<file path="src/sv/rtp_pkg.sv">
package rtp_pkg;

  localparam int unsigned CHAR_W  = 8;
  localparam int unsigned HALF_W  = 16;
  localparam int unsigned DUR_W   = 19;
  localparam int unsigned KIND_W  = 2;
  localparam int unsigned NUM_W   = 18;
  localparam int unsigned DEN_W   = 16;
  localparam int unsigned DLEN_W  = 8;
  localparam int unsigned DOCT_W  = 3;
  localparam int unsigned OCT_W   = 4;
  localparam int unsigned ACC_W   = 16;

  localparam logic [NUM_W-1:0]  MINUTE_MS    = NUM_W'(60000);
  localparam logic [DEN_W-1:0]  BPM_RESET    = DEN_W'(63);
  localparam logic [DLEN_W-1:0] DLEN_RESET   = DLEN_W'(4);
  localparam logic [DOCT_W-1:0] DOCT_RESET   = DOCT_W'(6);
  localparam logic [DLEN_W-1:0] DLEN_MAX     = DLEN_W'(255);
  localparam logic [ACC_W-1:0]  ACC_MAX      = ACC_W'(65535);

  localparam logic [CHAR_W-1:0] CH_COLON = 8'h3a;
  localparam logic [CHAR_W-1:0] CH_COMMA = 8'h2c;
  localparam logic [CHAR_W-1:0] CH_SHARP = 8'h23;
  localparam logic [CHAR_W-1:0] CH_DOT   = 8'h2e;
  localparam logic [CHAR_W-1:0] CH_REST  = 8'h70;
  localparam logic [CHAR_W-1:0] CH_D     = 8'h64;
  localparam logic [CHAR_W-1:0] CH_O     = 8'h6f;
  localparam logic [CHAR_W-1:0] CH_B     = 8'h62;
  localparam logic [CHAR_W-1:0] CH_ZERO  = 8'h30;
  localparam logic [CHAR_W-1:0] CH_THREE = 8'h33;
  localparam logic [CHAR_W-1:0] CH_SEVEN = 8'h37;
  localparam logic [CHAR_W-1:0] CH_NINE  = 8'h39;

  localparam logic [CHAR_W-1:0] CH_NOTE_C  = 8'h63;
  localparam logic [CHAR_W-1:0] CH_NOTE_D  = 8'h64;
  localparam logic [CHAR_W-1:0] CH_NOTE_E  = 8'h65;
  localparam logic [CHAR_W-1:0] CH_NOTE_F  = 8'h66;
  localparam logic [CHAR_W-1:0] CH_NOTE_G  = 8'h67;
  localparam logic [CHAR_W-1:0] CH_NOTE_A  = 8'h61;
  localparam logic [CHAR_W-1:0] CH_NOTE_B  = 8'h62;
  localparam logic [CHAR_W-1:0] CH_NOTE_HC = 8'h43;

  localparam logic [HALF_W-1:0] PLAIN_TAB [8] = '{
    16'd1915, 16'd1700, 16'd1519, 16'd1432, 16'd1275, 16'd1136, 16'd1014, 16'd956
  };
  localparam logic [HALF_W-1:0] SHARP_TAB [8] = '{
    16'd1807, 16'd1605, 16'd0, 16'd1352, 16'd1203, 16'd1072, 16'd0, 16'd0
  };

  typedef enum logic [KIND_W-1:0] {
    KIND_TONE = 2'd0,
    KIND_REST = 2'd1,
    KIND_SKIP = 2'd2
  } kind_e;

  typedef struct packed {
    logic [HALF_W-1:0] half;
    kind_e             kind;
  } tone_t;

  typedef struct packed {
    logic             start;
    logic [NUM_W-1:0] num;
    logic [DEN_W-1:0] den;
  } div_req_t;

  typedef struct packed {
    logic             busy;
    logic [NUM_W-1:0] quot;
  } div_rsp_t;

  function automatic tone_t tone_lookup(logic [CHAR_W-1:0] letter, logic sharp,
                                        logic [OCT_W-1:0] oct);
    tone_t             t;
    logic [HALF_W-1:0] base;
    logic              hit;
    logic [2:0]        idx;
    hit = 1'b1;
    idx = 3'd0;
    unique case (letter)
      CH_NOTE_C:  idx = 3'd0;
      CH_NOTE_D:  idx = 3'd1;
      CH_NOTE_E:  idx = 3'd2;
      CH_NOTE_F:  idx = 3'd3;
      CH_NOTE_G:  idx = 3'd4;
      CH_NOTE_A:  idx = 3'd5;
      CH_NOTE_B:  idx = 3'd6;
      CH_NOTE_HC: idx = 3'd7;
      default:    hit = 1'b0;
    endcase
    base = sharp ? SHARP_TAB[idx] : PLAIN_TAB[idx];
    t.half = '0;
    t.kind = KIND_SKIP;
    if (letter == CH_REST) begin
      t.kind = KIND_REST;
    end else if (hit) begin
      if (base == '0) begin
        t.kind = KIND_REST;
      end else begin
        t.kind = KIND_TONE;
        if (oct >= OCT_W'(4)) begin
          t.half = base >> (oct - OCT_W'(4));
        end else begin
          t.half = base << (OCT_W'(4) - oct);
        end
      end
    end
    return t;
  endfunction

endpackage

</file>
<file path="src/sv/rtp_div.sv">
module rtp_div (
  input  logic              clk_i,
  input  logic              rst_ni,
  input  rtp_pkg::div_req_t req_i,
  output rtp_pkg::div_rsp_t rsp_o
);
  import rtp_pkg::*;

  localparam int unsigned CNT_W = $clog2(NUM_W + 1);

  logic [DEN_W-1:0] rem_q, rem_d;
  logic [NUM_W-1:0] quo_q, quo_d;
  logic [DEN_W-1:0] den_q;
  logic [CNT_W-1:0] cnt_q;
  logic             busy_q;
  logic [DEN_W:0]   trial;
  logic             fits;

  // one quotient bit per cycle, restoring
  always_comb begin
    trial = {rem_q, quo_q[NUM_W-1]};
    fits  = trial >= {1'b0, den_q};
    rem_d = fits ? DEN_W'(trial - {1'b0, den_q}) : trial[DEN_W-1:0];
    quo_d = {quo_q[NUM_W-2:0], fits};
  end

  always_ff @(posedge clk_i or negedge rst_ni) begin
    if (!rst_ni) begin
      busy_q <= 1'b0;
      cnt_q  <= '0;
    end else if (req_i.start) begin
      busy_q <= 1'b1;
      cnt_q  <= CNT_W'(NUM_W);
    end else if (busy_q) begin
      cnt_q <= cnt_q - CNT_W'(1);
      if (cnt_q == CNT_W'(1)) begin
        busy_q <= 1'b0;
      end
    end
  end

  always_ff @(posedge clk_i) begin
    if (req_i.start) begin
      rem_q <= '0;
      quo_q <= req_i.num;
      den_q <= req_i.den;
    end else if (busy_q) begin
      rem_q <= rem_d;
      quo_q <= quo_d;
    end
  end

  assign rsp_o.busy = busy_q;
  assign rsp_o.quot = quo_q;

endmodule

</file>
<file path="src/sv/rtttl_tune_parser.sv">
// RTTTL tune parser. Characters of the tune text arrive one per beat on the
// slave stream; tlast marks the final character, after which the parser returns
// to its reset state. Each note comes out as one beat once the character after it
// (normally its comma) or the final character arrives. The character that closes a
// note, and the one that closes the header, also waits for the shared restoring
// divider, which works one quotient bit per cycle. The input is not ready while
// a character is being worked on. The result sits in an output register, so a
// new character is taken while a note still waits on the master side; a note
// only stalls when the previous one has not been taken yet.
module rtttl_tune_parser (
  input  logic        clk_i,
  input  logic        rst_ni,
  input  logic        cfg_valid_i,
  output logic        cfg_ready_o,
  input  logic        cfg_data_i,      // enabled
  input  logic        s_axis_tvalid,
  output logic        s_axis_tready,
  input  logic [7:0]  s_axis_tdata,    // char_code
  input  logic        s_axis_tlast,    // last_char
  output logic        m_axis_tvalid,
  input  logic        m_axis_tready,
  output logic [39:0] m_axis_tdata,    // half_period_us[15:0], duration_ms[34:16], zero pad
  output logic [1:0]  m_axis_tuser,    // note_kind
  output logic        m_axis_tlast     // tune_end
);
  import rtp_pkg::*;

  typedef enum logic [1:0] {
    S_IDLE,
    S_STEP,
    S_FIN,
    S_WAIT
  } state_e;

  typedef enum logic [3:0] {
    PH_NAME, PH_DCHK, PH_DSKIP, PH_DNUM, PH_OCHK, PH_OSKIP, PH_ODIG, PH_OCOMMA,
    PH_BCHK, PH_BSKIP, PH_BNUM, PH_NCOUNT, PH_NSHARP, PH_NDOT, PH_NOCT, PH_NEND
  } phase_e;

  state_e            st_q;
  phase_e            phase_q;
  logic [CHAR_W-1:0] char_q;
  logic              last_q;
  logic              emitted_q;
  logic              cont_q;
  logic              fin_q;
  logic              emit_q;
  logic              enabled_q;
  logic [DLEN_W-1:0] dlen_q;
  logic [DOCT_W-1:0] doct_q;
  logic [DEN_W-1:0]  bpm_q;
  logic [NUM_W-1:0]  whole_q;
  logic [ACC_W-1:0]  acc_q;
  logic [CHAR_W-1:0] pl_q;
  logic              ps_q;
  logic              pd_q;
  logic [OCT_W-1:0]  po_q;
  logic              out_valid_q;
  logic [HALF_W-1:0] out_half_q;
  logic [DUR_W-1:0]  out_dur_q;
  kind_e             out_kind_q;
  logic              out_end_q;

  div_req_t          div_req;
  div_rsp_t          div_rsp;
  logic              in_acc;
  logic              is_digit;
  logic [19:0]       acc_wide;
  logic [ACC_W-1:0]  acc_next;
  logic [DEN_W-1:0]  bpm_src;
  logic [DEN_W-1:0]  count;
  logic              wn_go;
  logic              em_go;
  logic              div_done;
  logic              out_free;
  logic              do_reset;
  tone_t             tone;

  assign cfg_ready_o   = 1'b1;
  assign s_axis_tready = (st_q == S_IDLE);
  assign in_acc        = s_axis_tvalid && s_axis_tready;

  assign is_digit = (char_q >= CH_ZERO) && (char_q <= CH_NINE);
  assign acc_wide = {acc_q, 3'b000} + {3'b000, acc_q, 1'b0}
                  + {12'd0, char_q - CH_ZERO};
  assign acc_next = (acc_wide > {4'd0, ACC_MAX}) ? ACC_MAX : acc_wide[ACC_W-1:0];

  assign bpm_src = (phase_q == PH_BNUM) ? acc_q : bpm_q;

  always_comb begin
    count = (acc_q != '0) ? acc_q : {{(ACC_W-DLEN_W){1'b0}}, dlen_q};
    if (count == '0) begin
      count = DEN_W'(1);
    end
  end

  assign wn_go = (st_q == S_STEP)
              && (((phase_q == PH_BCHK) && (char_q != CH_B))
               || ((phase_q == PH_BNUM) && !is_digit));
  assign em_go = ((st_q == S_STEP) && (phase_q == PH_NEND))
              || ((st_q == S_FIN) && last_q && !emitted_q && (phase_q >= PH_NSHARP));

  always_comb begin
    div_req.start = wn_go || em_go;
    div_req.num   = em_go ? whole_q : MINUTE_MS;
    div_req.den   = em_go ? count : ((bpm_src == '0) ? DEN_W'(1) : bpm_src);
  end

  rtp_div u_div (
    .clk_i  (clk_i),
    .rst_ni (rst_ni),
    .req_i  (div_req),
    .rsp_o  (div_rsp)
  );

  assign tone     = tone_lookup(pl_q, ps_q, po_q);
  assign out_free = !out_valid_q || m_axis_tready;
  assign div_done = (st_q == S_WAIT) && !div_rsp.busy;

  assign do_reset = (in_acc && !enabled_q && s_axis_tlast)
                 || ((st_q == S_FIN) && last_q && !em_go)
                 || (div_done && emit_q && fin_q && out_free);

  always_ff @(posedge clk_i or negedge rst_ni) begin
    if (!rst_ni) begin
      st_q        <= S_IDLE;
      phase_q     <= PH_NAME;
      last_q      <= 1'b0;
      emitted_q   <= 1'b0;
      cont_q      <= 1'b0;
      fin_q       <= 1'b0;
      emit_q      <= 1'b0;
      enabled_q   <= 1'b1;
      dlen_q      <= DLEN_RESET;
      doct_q      <= DOCT_RESET;
      bpm_q       <= BPM_RESET;
      whole_q     <= '0;
      acc_q       <= '0;
      pl_q        <= '0;
      ps_q        <= 1'b0;
      pd_q        <= 1'b0;
      po_q        <= '0;
      out_valid_q <= 1'b0;
    end else begin
      if (cfg_valid_i) begin
        enabled_q <= cfg_data_i;
      end
      if (m_axis_tready) begin
        out_valid_q <= 1'b0;
      end

      unique case (st_q)
        S_IDLE: begin
          if (in_acc && enabled_q) begin
            last_q    <= s_axis_tlast;
            emitted_q <= 1'b0;
            st_q      <= S_STEP;
          end
        end
        S_STEP: begin
          st_q <= S_FIN;
          unique case (phase_q)
            PH_NAME: begin
              if (char_q == CH_COLON) begin
                phase_q <= PH_DCHK;
              end
            end
            PH_DCHK: begin
              if (char_q == CH_D) begin
                phase_q <= PH_DSKIP;
              end else begin
                phase_q <= PH_OCHK;
                st_q    <= S_STEP;
              end
            end
            PH_DSKIP: begin
              acc_q   <= '0;
              phase_q <= PH_DNUM;
            end
            PH_DNUM: begin
              if (is_digit) begin
                acc_q <= acc_next;
              end else begin
                if (acc_q != '0) begin
                  dlen_q <= (acc_q > {8'd0, DLEN_MAX}) ? DLEN_MAX : acc_q[DLEN_W-1:0];
                end
                acc_q   <= '0;
                phase_q <= PH_OCHK;
              end
            end
            PH_OCHK: begin
              if (char_q == CH_O) begin
                phase_q <= PH_OSKIP;
              end else begin
                phase_q <= PH_BCHK;
                st_q    <= S_STEP;
              end
            end
            PH_OSKIP: phase_q <= PH_ODIG;
            PH_ODIG: begin
              if ((char_q >= CH_THREE) && (char_q <= CH_SEVEN)) begin
                doct_q <= char_q[DOCT_W-1:0];
              end
              phase_q <= PH_OCOMMA;
            end
            PH_OCOMMA: phase_q <= PH_BCHK;
            PH_BCHK: begin
              if (char_q == CH_B) begin
                phase_q <= PH_BSKIP;
              end else begin
                cont_q <= 1'b1;
                emit_q <= 1'b0;
                st_q   <= S_WAIT;
              end
            end
            PH_BSKIP: begin
              acc_q   <= '0;
              phase_q <= PH_BNUM;
            end
            PH_BNUM: begin
              if (is_digit) begin
                acc_q <= acc_next;
              end else begin
                bpm_q  <= acc_q;
                cont_q <= 1'b0;
                emit_q <= 1'b0;
                st_q   <= S_WAIT;
              end
            end
            PH_NCOUNT: begin
              if (is_digit) begin
                acc_q <= acc_next;
              end else begin
                pl_q    <= char_q;
                ps_q    <= 1'b0;
                pd_q    <= 1'b0;
                po_q    <= {1'b0, doct_q};
                phase_q <= PH_NSHARP;
              end
            end
            PH_NSHARP: begin
              phase_q <= PH_NDOT;
              if (char_q == CH_SHARP) begin
                ps_q <= 1'b1;
              end else begin
                st_q <= S_STEP;
              end
            end
            PH_NDOT: begin
              phase_q <= PH_NOCT;
              if (char_q == CH_DOT) begin
                pd_q <= 1'b1;
              end else begin
                st_q <= S_STEP;
              end
            end
            PH_NOCT: begin
              phase_q <= PH_NEND;
              if (is_digit) begin
                po_q <= char_q[OCT_W-1:0];
              end else begin
                st_q <= S_STEP;
              end
            end
            PH_NEND: begin
              fin_q  <= 1'b0;
              emit_q <= 1'b1;
              st_q   <= S_WAIT;
            end
          endcase
        end
        S_FIN: begin
          if (em_go) begin
            fin_q  <= 1'b1;
            emit_q <= 1'b1;
            st_q   <= S_WAIT;
          end else begin
            st_q <= S_IDLE;
          end
        end
        S_WAIT: begin
          if (div_done && !emit_q) begin
            whole_q <= {div_rsp.quot[NUM_W-3:0], 2'b00};
            acc_q   <= '0;
            phase_q <= PH_NCOUNT;
            st_q    <= cont_q ? S_STEP : S_FIN;
          end else if (div_done && out_free) begin
            out_valid_q <= 1'b1;
            acc_q       <= '0;
            emitted_q   <= 1'b1;
            phase_q     <= PH_NCOUNT;
            if (fin_q) begin
              st_q <= S_IDLE;
            end else if (char_q == CH_COMMA) begin
              st_q <= S_FIN;
            end else begin
              st_q <= S_STEP;
            end
          end
        end
        default: st_q <= S_IDLE;
      endcase

      if (do_reset) begin
        phase_q <= PH_NAME;
        dlen_q  <= DLEN_RESET;
        doct_q  <= DOCT_RESET;
        bpm_q   <= BPM_RESET;
        whole_q <= '0;
        acc_q   <= '0;
        pl_q    <= '0;
        ps_q    <= 1'b0;
        pd_q    <= 1'b0;
        po_q    <= '0;
        st_q    <= S_IDLE;
      end
    end
  end

  always_ff @(posedge clk_i) begin
    if (in_acc) begin
      char_q <= s_axis_tdata;
    end
    if (div_done && emit_q && out_free) begin
      out_half_q <= tone.half;
      out_dur_q  <= pd_q ? {div_rsp.quot, 1'b0} : {1'b0, div_rsp.quot};
      out_kind_q <= tone.kind;
      out_end_q  <= last_q;
    end
  end

  assign m_axis_tvalid = out_valid_q;
  assign m_axis_tdata  = {5'd0, out_dur_q, out_half_q};
  assign m_axis_tuser  = out_kind_q;
  assign m_axis_tlast  = out_end_q;

endmodule

</file>
<file path="config.mk">
export PLATFORM = sky130hd
export DESIGN_NAME = rtttl_tune_parser
export DESIGN_NICKNAME = d
export VERILOG_FILES = /design/src/sv/rtp_pkg.sv /design/src/sv/rtp_div.sv /design/src/sv/rtttl_tune_parser.sv
export SDC_FILE = /design/constraint.sdc
export NUM_CORES = 1
export LEC_CHECK = 0
export ABC_AREA = 0
export BUFFER_PORTS_ARGS = -buffer_cell sky130_fd_sc_hd__buf_4
export CAP_MARGIN = 25
export CORE_MARGIN = 3
export CORE_UTILIZATION = 44
export DETAILED_ROUTE_END_ITERATION = 6
export GPL_TIMING_DRIVEN = 1
export PLACE_DENSITY = 0.72
export REMOVE_ABC_BUFFERS = 1
export SKIP_LAST_GASP = 1
export SYNTH_ARGS = -nofsm -noshare
export SYNTH_HDL_FRONTEND = slang
export SYNTH_SLANG_ARGS = --single-unit
</file>
<file path="constraint.sdc">
create_clock -name clk_i -period 5.5 [get_ports clk_i]
set_input_delay 0.55 -clock clk_i [delete_from_list [all_inputs] [get_ports clk_i]]
set_output_delay 0.55 -clock clk_i [all_outputs]
set_load 0.02 [all_outputs]
</file>
After elaboration in Yosys (flattened, before gate mapping)
Memory sizes are Yosys's and may differ from the RTL's.
Cells that the tools add are included.
Widths: inputs -> output; s select.
Storage, ports and cells
  register bits: 190
  memory bits (read-only): 256
  input bits: 15
  output and inout port bits: 46
  memories: 2
Cells by class
  add/sub/neg operators: 7
  order comparisons: 10
  equal/unequal tests: 60
  shift operators: 2
  muxes and demuxes: 112
  bitwise gates (word level): 2
  reduce and logical (&&, ||, !) cells: 77
Memory list
  (no name shown): depth 8, width 16, rd ports 1, clocked after memory_dff 0, wr ports 0, line rtp_pkg.sv:91  | base = sharp ? SHARP_TAB[idx] : PLAIN_TAB[idx];
  (no name shown): depth 8, width 16, rd ports 1, clocked after memory_dff 0, wr ports 0, line rtp_pkg.sv:91
Operator list (count)
  $mux 16: 22
  $mux 18: 7
  $eq 8x7->1 const B: 12
  $mux 8: 10
  $pmux 4 s14: 1
  $logic_not 16->1: 3
  $mux 4: 12
  $pmux 16 s3: 1
  $eq 4x4->1 const B: 8
  $eq 8x6->1 const B: 4
  $pmux 16 s2: 1
  $mux 2: 14
  $reduce_and 4->1: 7
  $reduce_bool 2->1: 13
  $mux 1: 25
  $logic_and 1x1->1: 21
  $pmux 3 s7: 1
  $add 19x17->20: 1
  $add 20x8->20: 1
  $gt 20x16->1 const B: 1
  $ne 3x3->1 const B: 6
  $ge 17x16->1: 1
  $eq 4x3->1 const B: 4
  $ge 8x6->1 const B: 2
  other kinds (47): 92

Logic depth before layout (Yosys ltp)
  word-level depth: 11
  depth in mapped cells: 16

By module
A second synthesis with hierarchy kept.
Second synthesis, totals
  cell total of the unflattened synthesis: 1322
  area, all modules: 12478.2 µm²
By module, submodules not included
  rtttl_tune_parser: instances 1, cells an instance 1047, area each 9414.0 µm², seq. area each 3545.9 µm²
  rtp_div: instances 1, cells an instance 275, area each 3064.2 µm², seq. area each 1491.4 µm²

Least setup slack after synthesis
Ideal clock, no wire load.
  path type: reg2reg
  start point: register st_q[0]
  end point: register acc_q[0]
  library setup time: 0.071 ns
  arrival: 5.163 ns
  data required time: 5.429 ns
  path slack: 0.266 ns
  cell stages (with the launch flop): 11
  clock period less this slack: 5.234 ns
  path through: dfrtp_1 > clkbuf_1 > nand2_1 > nor3_1 > a21oi_1 > a21o_1 > clkbuf_1 > nor3_1 > clkbuf_1 > a22oi_1 > nand2_1
On the way
  word-level cells in the longest chain between the ends: 11
  elaborated cells between the ends (all ways): 30
  those cells by class: 6 x eq/ne; 3 x mux; 21 x reduce/logical
RTL lines
  start, declared: line rtttl_tune_parser.sv:40  | state_e st_q;
  start signal, assigned: line rtttl_tune_parser.sv:286  | st_q <= cont_q ? S_STEP : S_FIN;
  $eq 2x2->1: line rtttl_tune_parser.sv:101, rtttl_tune_parser.sv:121
  $logic_and 1x1->1: line rtttl_tune_parser.sv:101, rtttl_tune_parser.sv:121
  $logic_and 1x1->1 (2 in a row): line rtttl_tune_parser.sv:101  | || ((st_q == S_FIN) && last_q && !emitted_q && (phase_q >= PH_NSHARP));
  $logic_or 1x1->1: line rtttl_tune_parser.sv:101
  $logic_not 1->1: line rtttl_tune_parser.sv:121  | || ((st_q == S_FIN) && last_q && !em_go)
  $logic_and 1x1->1: line rtttl_tune_parser.sv:121
  $logic_or 1x1->1: line rtttl_tune_parser.sv:121
  $logic_or 1x1->1: line rtttl_tune_parser.sv:122  | || (div_done && emit_q && fin_q && out_free);
  $ne 5x4->1 (no source line), or another cell as far along
  $reduce_and 4->1 (no source line)
  end signal, assigned: line rtttl_tune_parser.sv:182  | acc_q <= acc_next;
  end signal, assigned: line rtttl_tune_parser.sv:222  | acc_q <= acc_next;
  end signal, assigned: line rtttl_tune_parser.sv:232  | acc_q <= acc_next;
  end, declared: line rtttl_tune_parser.sv:53  | logic [ACC_W-1:0] acc_q;
Several ways; a longest one is shown, not always the timed one.
A chain may end at the register's enable or synchronous reset.

Worst setup path after layout
  start point: register pl_q[5]
  end point: register out_half_q[10] (data pin)
On the way
  word-level cells in the longest chain between the ends: 9
  elaborated cells between the ends (all ways): 26
  those cells by class: 9 x eq/ne; 2 x shift; 8 x mux; 2 x bitwise; 3 x reduce/logical; 2 x memory
RTL lines
  start, declared: line rtttl_tune_parser.sv:54  | logic [CHAR_W-1:0] pl_q;
  start signal, assigned: line rtttl_tune_parser.sv:234  | pl_q <= char_q;
  $eq 8x7->1: line rtp_pkg.sv:80  | unique case (letter)
  $pmux 3 s7: line rtp_pkg.sv:80
  $not 3->4 (implied by the code): line rtp_pkg.sv:91
  $mem_v2 8x16
  $mux 16 (implied by the code) (2 in a row): line rtp_pkg.sv:91
  $mux 16: line rtp_pkg.sv:91
  $shl 16x4->16, or another cell as far along: line rtp_pkg.sv:104  | t.half = base << (OCT_W'(4) - oct);
  $mux 16 / $reduce_or 3->1 (equally long branches)
  end signal, assigned: line rtttl_tune_parser.sv:325  | out_half_q <= tone.half;
  end, declared: line rtttl_tune_parser.sv:59  | logic [HALF_W-1:0] out_half_q;
Several ways; a longest one is shown, not always the timed one. The select of a mux whose other input is x is not followed.

==> metrics.cfg <==
[status]
status=completed

[timing]
slew_viol_final=0
fin_crit_sh_pct=74.85
min_period_ns=4.117
max_clock_freq_mhz=242.9
slew_headroom_pct=36.09
setup_tns_ns=0
finalHoldViolations=0
clock_skew_ns=0.01204
rsz0062_at_grt=no
finalSetupViolCount=0
tightest_slew_ns=0.9519

[final_layout]
drive_gt1_share_pct=12.13
final_common_cell=nand2_1
fin_nets=1418
post-route-util_pct=49.65
antenna_cells=0
areaGrowthSynthToFinish_pct=10.41
layout_common_cells=nand2_1 (165), nor2_1 (107), a21oi_1 (94)
fin_cells=1693
final.fill_count=2498

[hold_path]
hold_class=input port to asynchronous set/reset pin

[power_and_ir_drop]
p_leak_uw=0.005727
power-per-cell-area_nw_per_um2=577.7
fin_total_pwr_uw=7753
ir_drop_mv=0.3149

[critical_path]
cp-startpoint=pl_q[5]
crit_type=flop to flop
rr_worst_depth=13
cp-end-kind=flop
cp_max_fo=14
required_ns=5.68
start_kind=flop
reg2reg_from=pl_q[5]
cp.arrival_ns=4.30

[die]
dieHeight_um=172.2
io_pins=61
fp-row-count=60
core-area_um2=27030
dieArea_um2=29650
initial_core_util_pct=44.97
die_x_um=172.2

[route]
wl_per_cell_um=17.55
via_per_inst=6.057
drtIter0Drc=965
met3WireLength_um=1642
drcViolationCount=0
routed_wl_um=29710
routed.top_layer=met4
dr.pass1.iters=6
vias=10260
met1Wirelength_um=13660
final_antenna_net_count=0
routed-wl-met2_um=13860

[cts]
cts_max_level=4
cts_buffer_depth=2
cts_resized=0
post-cts-setup-buffers=0
clock_latency_ns=0.43
clock_sinks=188
cts_hold_buf=0
tritoncts=yes
root_buffer=clkbuf_16
cts_buffers=17
clkTransAtPathRegs_ns=0.07

[job]
cap_violations=0

[logic_synthesis]
avgSynthCellArea_um2=9.180
yosysSeqAreaShare_pct=41.45
synth_cells=1324
ys_ff_latch=188
async_flop_share_pct=48.94
yosysWarningCount=0
synth-edff-count=80
syn_area_um2=12150
synth_cell_types=80
synthFlopType=dfrtp_1

[placement]
port_buffers=54
dp_cells=1661
hpwlAfterDp_um=21150
gp_congestion=0.9044

[global_route]
grt_pass1_vias=9728
grt_pass1_wl_um=48780
antenna_found_initial=0
grt_max_degree=58
overflow=0
grt_util_all_layers_pct=20.13

==> where the power goes <==
group          switching (µW)  internal, µW  total (µW)
combinational            2360          1620        3980
sequential                512          2000        2520
clock                     573           679        1250
total                    3450          4310        7750
==> registers in the layout (all words and copies together) (netlist names), 2 cells and up <==
signal / flops
acc_q: 16
bpm_q: 16
po_q: 4
st_q: 2
u_div.quo_q: 18
whole_q: 16
phase_q: 4
dlen_q: 8
doct_q: 3
char_q: 8
pl_q: 8
m_axis_tuser: 2
u_div.cnt_q: 5
u_div.rem_q: 16
out_dur_q: 19
u_div.den_q: 16
out_half_q: 16
==> stage by stage <==
step | instance area (µm²) | hold WS (ns) | worst slack (ns)
floorplan | 11820 | 0.2544 | -0.9916
global placement | 12830 | 0.4574 | 1.522
finish | 13420 | 0.07668 | 1.383
detailed placement | 12830 | 0.4657 | 1.464
global route | 13420 | 0.1043 | 1.044
CTS | 13420 | 0.09202 | 1.455
==> area by class of cell <==
class | count | area, µm² | share of cell area (%)
Multi-Input combinational cell | 1004 | 6608 | 49.24
Sequential cell | 188 | 5037 | 37.54
Timing Repair Buffer | 75 | 563.0 | 4.196
Tap cell | 341 | 426.7 | 3.179
Clock buffer | 17 | 425.4 | 3.170
Inverter | 53 | 198.9 | 1.483
Clock inverter | 15 | 160.2 | 1.193
==> per-layer routing <==
layer | GRT usage (%) | up-vias
li1 | - | 4914
met1 | 28.04 | 4887
met2 | 32.62 | 401
met3 | 3.246 | 53
met4 | 5.797 | 0
met5 | 0 | -
==> cell usage after synthesis (18+ instances only) <==
cell	number	area share [%]
nand2_1	165	5.1
nor2_1	107	3.3
a21oi_1	94	3.9
dfrtp_1	82	17
edfxtp_1	80	20
o21ai_0	80	3.3
clkbuf_1	71	2.2
ha_1	57	5.9
inv_1	52	1.6
a22o_1	28	2.0
nor3_1	27	1.1
a211oi_1	26	1.6
nor2b_1	24	1.2
mux2_2	23	2.1
a31oi_1	22	1.1
mux2i_1	22	1.8
nand3_1	21	0.86
nand2b_1	19	0.98
o22a_1	18	1.3
xnor2_1	18	1.3
==> worst max-delay path: stages, from the launching register on <==
cell	delay (ns)
dfrtp_1	0.58
and2b_1	0.29
o21ai_0	0.12
o21ai_0	0.09
nand2_1	0.17
ha_1	0.44
nand2b_1	0.18
o21ai_0	0.09
a31oi_1	0.17
o21ai_0	0.28
or4b_4	0.59
o41ai_2	0.46
nor2_1	0.15
a22o_1	0.23
==> cell families after synthesis <==
family / count (synthesis) / synth area share (%)
multiplexers: 49 / 4.684
flip-flops: 188 / 41.45
other: 2 / 0.06179
XOR/XNOR: 28 / 2.018
AO/OA/AOI/OAI: 417 / 23.20
AND/OR/NAND/NOR: 440 / 17.08
buffers and inverters: 136 / 4.488
adder cells (fa/ha/maj): 64 / 7.021
==> final timing paths <==
path                                  end  slack (ns)
max                        out_half_q[10]        1.38
min                             bpm_q[12]        0.08
max reg2reg                out_half_q[10]        1.38
min reg2reg                  m_axis_tlast        0.48
max in group asynchronous        acc_q[4]        4.28
min in group clk_i              char_q[4]        0.30
Power figures use the tool's default switching activity.
